===== src/hw/rtl/tpsc_pkg.sv =====
// Shared types, widths and codes of the triangle plane side classifier.
package tpsc_pkg;

  localparam int COORD_WIDTH = 16;
  localparam int VREG_W      = 48;
  localparam int TOL_W       = 16;
  localparam int CFG_IDX_W   = 3;
  localparam int CFG_DATA_W  = 48;
  localparam int EDGE_LIMIT  = 24;
  localparam int EDGE_SHIFT  = (COORD_WIDTH > EDGE_LIMIT) ? COORD_WIDTH - EDGE_LIMIT : 0;
  localparam int DIFF_W      = COORD_WIDTH + 1;
  localparam int EDGE_W      = DIFF_W - EDGE_SHIFT;
  localparam int CROSS_W     = 2 * EDGE_W + 1;
  localparam int CR_W        = (CROSS_W > 32) ? CROSS_W : 32;
  localparam int FRAC_BITS   = 14;
  localparam int NORM_W      = 18;
  localparam int SQ_W        = 64;
  localparam int NUM_W       = 48;
  localparam int QUO_W       = 17;
  localparam int CNT_W       = 5;
  localparam int PROD_W      = DIFF_W + NORM_W;
  localparam int SUM_W       = PROD_W + 2;
  localparam int CMP_W       = (SUM_W > TOL_W + FRAC_BITS + 1) ? SUM_W : TOL_W + FRAC_BITS + 1;

  localparam logic [1:0] CLS_COPLANAR = 2'd0;
  localparam logic [1:0] CLS_FRONT    = 2'd1;
  localparam logic [1:0] CLS_BACK     = 2'd2;
  localparam logic [1:0] CLS_SPAN     = 2'd3;

  typedef enum logic [CFG_IDX_W-1:0] {
    REG_PLANE_A = 3'd0,
    REG_PLANE_B = 3'd1,
    REG_PLANE_C = 3'd2,
    REG_TOL     = 3'd3,
    REG_FLIP    = 3'd4
  } cfg_reg_t;

  typedef logic signed [COORD_WIDTH-1:0] coord_t;

  typedef struct packed {
    coord_t vert_a_x;
    coord_t vert_a_y;
    coord_t vert_a_z;
    coord_t vert_b_x;
    coord_t vert_b_y;
    coord_t vert_b_z;
    coord_t vert_c_x;
    coord_t vert_c_y;
    coord_t vert_c_z;
  } in_req_t;

  typedef struct packed {
    logic [1:0] side_class;
    logic [1:0] class_a;
    logic [1:0] class_b;
    logic [1:0] class_c;
    logic       degenerate_plane;
  } out_res_t;

  typedef struct packed {
    logic signed [NORM_W-1:0] n_x;
    logic signed [NORM_W-1:0] n_y;
    logic signed [NORM_W-1:0] n_z;
    coord_t                   a_x;
    coord_t                   a_y;
    coord_t                   a_z;
    logic                     degenerate;
  } plane_t;

  // Lane k of a packed vertex register; lanes reaching past the register read as zero.
  function automatic coord_t lane_of(logic [VREG_W-1:0] r, int unsigned k);
    logic [VREG_W+3*COORD_WIDTH-1:0] w;
    w = {{(3*COORD_WIDTH){1'b0}}, r};
    return w[k*COORD_WIDTH +: COORD_WIDTH];
  endfunction

endpackage


===== src/hw/rtl/tpsc_dist_lane.sv =====
// One vertex lane: signed plane distance and its side code over three stages.
module tpsc_dist_lane (
  input  logic                        clk,
  input  tpsc_pkg::coord_t            p_x,
  input  tpsc_pkg::coord_t            p_y,
  input  tpsc_pkg::coord_t            p_z,
  input  tpsc_pkg::plane_t            plane,
  input  logic [tpsc_pkg::TOL_W-1:0]  tol,
  input  logic                        flipped,
  output logic [1:0]                  cls
);
  import tpsc_pkg::*;

  logic signed [DIFF_W-1:0] diff_r [3];
  logic signed [PROD_W-1:0] prod_r [3];
  logic [1:0]               cls_r;
  logic signed [SUM_W-1:0]  dist_sum;
  logic [CMP_W-1:0]         mag;
  logic [CMP_W-1:0]         tol_s;
  logic                     neg;
  logic [1:0]               cls_nxt;

  always_comb begin
    dist_sum = SUM_W'(prod_r[0]) + SUM_W'(prod_r[1]) + SUM_W'(prod_r[2]);
    neg      = dist_sum[SUM_W-1];
    mag      = neg ? CMP_W'(unsigned'(-dist_sum)) : CMP_W'(unsigned'(dist_sum));
    tol_s    = CMP_W'({tol, {FRAC_BITS{1'b0}}});
    if (mag < tol_s) begin
      cls_nxt = CLS_COPLANAR;
    end else if (flipped ? neg : (!neg && dist_sum != '0)) begin
      cls_nxt = CLS_FRONT;
    end else begin
      cls_nxt = CLS_BACK;
    end
  end

  always_ff @(posedge clk) begin
    diff_r[0] <= DIFF_W'(p_x) - DIFF_W'(plane.a_x);
    diff_r[1] <= DIFF_W'(p_y) - DIFF_W'(plane.a_y);
    diff_r[2] <= DIFF_W'(p_z) - DIFF_W'(plane.a_z);
    prod_r[0] <= PROD_W'(plane.n_x) * PROD_W'(diff_r[0]);
    prod_r[1] <= PROD_W'(plane.n_y) * PROD_W'(diff_r[1]);
    prod_r[2] <= PROD_W'(plane.n_z) * PROD_W'(diff_r[2]);
    cls_r     <= cls_nxt;
  end

  assign cls = cls_r;

endmodule


===== config.mk =====
export PLATFORM = sky130hd
export DESIGN_NAME = tpsc_dist_lane
export DESIGN_NICKNAME = d
export VERILOG_FILES = /design/src/hw/rtl/tpsc_pkg.sv /design/src/hw/rtl/tpsc_dist_lane.sv
export SDC_FILE = /design/constraint.sdc
export NUM_CORES = 2
export LEC_CHECK = 0
export BUFFER_PORTS_ARGS = -buffer_cell sky130_fd_sc_hd__buf_4
export CORE_MARGIN = 5
export CORE_UTILIZATION = 60
export DETAILED_ROUTE_END_ITERATION = 6
export GPL_TIMING_DRIVEN = 0
export PLACE_DENSITY_LB_ADDON = 0.08
export RECOVER_POWER = 25
export SLEW_MARGIN = 15
export SYNTH_ARGS = -nofsm -noshare
export SYNTH_HDL_FRONTEND = slang
export SYNTH_SLANG_ARGS = --single-unit

===== constraint.sdc =====
create_clock -name clk -period 12.9 [get_ports clk]
set_clock_uncertainty 0.15 [all_clocks]
set_input_delay 0 -clock clk [delete_from_list [all_inputs] [get_ports clk]]
set_output_delay 0 -clock clk [all_outputs]
set_load 0.02 [all_outputs]

==> summary.md <==
| Metric | Value |
|---|---|
| DRT antenna net count | 0 |
| Final worst path period share | 0.653 |
| Post-synth EDFFs | 0 |
| Worst-Margin Slew | a little over 0.9 ns |
| Synth Net Count | 6251 |
| DP HPWL | between 90000 and 100000 um |
| HP Class | input pin to register |
| Layout Area Growth over Synthesis | 11.2% |
| Post-layout nets | 6611 |
| Initial core utilization | 0.602 |
| Synth Register Bits | 158 |
| Clock sinks | 158 |
| Post-CTS sizing | 0 |
| Reg clk slew, reported paths | about 0.080 ns |
| FFs w/ async S/R, synth | 0 |
| Post-CTS Setup Bufs | 0 |
| Area leader, netlist | fa_1 |
| Final wirelength | 108000 um |
| Clock Path Buffers | 2 |
| Chip Width | approximately 280 um |
| Flip-flop and latch area | roughly 0.0032 mm^2 |
| Total GRT Usage | 0.294 |
| Post-synth top area share | 0.454 |
| Final Setup Violations | 0 |
| Final cell count without fillers | 6075 |
| Overflow after GRT | 0 |
| Fillers | 6092 |
| Multi-input combinational cell area | 0.0346 mm^2 |
| Normalized max-slew margin | 0.383 |
| Die Ht | 277 um |
| Setup WS pre-CTS | 4.66 ns |
| WS Path Type | register to register |
| Unrepaired setup endpoints after global routing | no |
| CP required | 13.16 ns |
| Most used DFF post-synth | dfxtp_1 |
| CTS tree | done |
| Status | finished, final reports clean |
| Crit start category | register |
| H-tree Lvls | 4 |
| Commonest non-fill, non-tap cells in the layout | 1205 x inv_1, 972 x fa_1, 594 x nand2_1 |
| Most common cell after layout, fill and taps aside | inv_1 |
| Met3 Wirelength | 6830 um |
| Post-synthesis instance area | ~0.043 mm^2 |
| Largest net degree at the start of global routing | 19 |
| Rows | 98 |
| Tmin final | about 8.4 ns |
| Sequential fraction of the synthesis area | 0.0739 |
| Synth top area cells | fa_1 45%, inv_1 11%, ha_1 10% |
| Setup TNS | 0 ns |
| Layout cells sized above 1 | 0.0449 |
| Cells after DPL | 5870 |
| Drc violations | 0 |
| Max-cap violations | 0 |
| Routability Congestion | 0.971 |
| Mean area per synthesized cell | approximately 9 um^2 |
| Top-level port count | 171 |
| Hold_buf cts | 172 |
| Vias per cell | 5.29 |
| Count of cell types in the netlist | 81 |
| Port bufs | 169 |
| Max Used Layer | met4 |
| Die ar. | 0.0768 mm^2 |
| Worst skew pair latency | 0.50 ns |
| Vias in the first global route | 34722 |
| CP endpoint kind | register |
| Cells after Synth | between 4000 and 5000 |
| Core ar. | 0.0711 mm^2 |
| Number of CTS-inserted buffers | 17 |
| Detailed Routing Iterations Pass 1 | 5 |
| Wire per inst | ~18 um |
| Critical Path Fanout Max | 10 |
| Final Hold Viols | 0 |
| Worst path arrival time | around 8.7 ns |
| M1 WL | between 40000 and 50000 um |
| Antenna violations before repair | 2 |
| DRT iter0 DRCs | approximately 1900 |
| FMAX | 119 MHz |
| Final setup margin | ~4.5 ns |
| Final Max Tran Viols | 0 |
| First-pass GRT wire length | 179000 um |
| Synth warn | 0 |
| Length of routed met2 wiring | around 52000 um |
| Detailed-route via count | 32151 |
| Clk root buf | clkbuf_16 |
==> routing by layer <==
metal  global-route usage  vias up
li1                     -    14795
met4                0.120        0
met5                    0        -
met2                0.494      940
met3               0.0503      262
met1                0.382    16154
==> synthesized netlist by cell type (all sizes together), types with 12 or more instances <==
library cell and instances:
nor2b 20, fa 972, o21bai 24, or3 12
clkbuf 134, nor2 167, nand2 594, a21oi 118
a21o 49, nand2b 35, nand3 32, a31oi 16
xor2 45, ha 359, and2 370, o21ai 98
o21a 13, xnor2 124, inv 1205, nand4 14
dfxtp 158, a211oi 13, nor3 28, a21boi 26
==> state kept, by name, summed over array words and instances, names as in the netlist <==
name / flops
diff_r: 51
cls: 2
prod_r: 105
==> metrics by stage <==
step	utilization	hold WS [ns]	cell area [um^2]
finish	0.669	0.0403	47600
global route	0.669	0.0813	47600
CTS	0.669	0.00936	47600
detailed placement	0.637	0.120	45300
global placement	0.637	0.117	45300
floorplan	-	-0.0227	42800
==> logic make-up (layout without fill, tap and decap cells) <==
family / Yosys count / in the layout / synth area share
buffers and inverters: 1345 / 1718 / 0.119
adder cells (fa/ha/maj): 1331 / 1331 / 0.559
AND/OR/NAND/NOR: 1316 / 1316 / 0.148
AO/OA/AOI/OAI: 427 / 427 / 0.0644
XOR/XNOR: 169 / 169 / 0.0346
flip-flops: 158 / 158 / 0.0739
multiplexers: 5 / 5 / 0.00120
other: 0 / 1 / 0
==> worst max-delay path: stages (launching register included) <==
cell       delay, ns
dfxtp_1         0.32
clkbuf_1        0.58
clkbuf_1        0.54
nand2_1         0.16
fa_1            0.56
inv_1           0.06
fa_1            0.48
inv_1           0.05
fa_1            0.50
inv_1           0.06
fa_1            0.53
fa_1            0.50
inv_1           0.05
fa_1            0.47
inv_1           0.04
ha_1            0.33
nor2b_1         0.15
o21ai_0         0.17
nand2b_1        0.17
a2111o_1        0.47
a2111oi_0       0.70
o31ai_1         0.22
o41ai_1         0.62
o21bai_1        0.12
a21oi_1         0.20
xnor2_1         0.14
==> layout make-up <==
| class | count | area share |
|---|---|---|
| plain buffers | 140 | 0.0118 |
| inverters | 1205 | 0.0950 |
| repair buffers | 341 | 0.0626 |
| clock inverters | 15 | 0.00402 |
| well taps | 950 | 0.0250 |
| clock buffers | 17 | 0.00894 |
| multi-input cells | 3248 | 0.726 |
| diodes | 1 | 0.0000526 |
| flip-flops and latches | 158 | 0.0664 |
==> worst paths after layout <==
kind / start / to / slack (ns) / depth (start not counted)
max reg2reg: diff_r[0][22] / prod_r[0][66] / 4.48 / 25
min: plane[14] / diff_r[0][48] / 0.04 / 6
min reg2reg: diff_r[0][17] / prod_r[0][35] / 0.57 / 1
max: diff_r[0][22] / prod_r[0][66] / 4.48 / 25
Power is not shown: default switching activity piles up to over one toggle a cycle in this logic, so the estimate is an artifact.
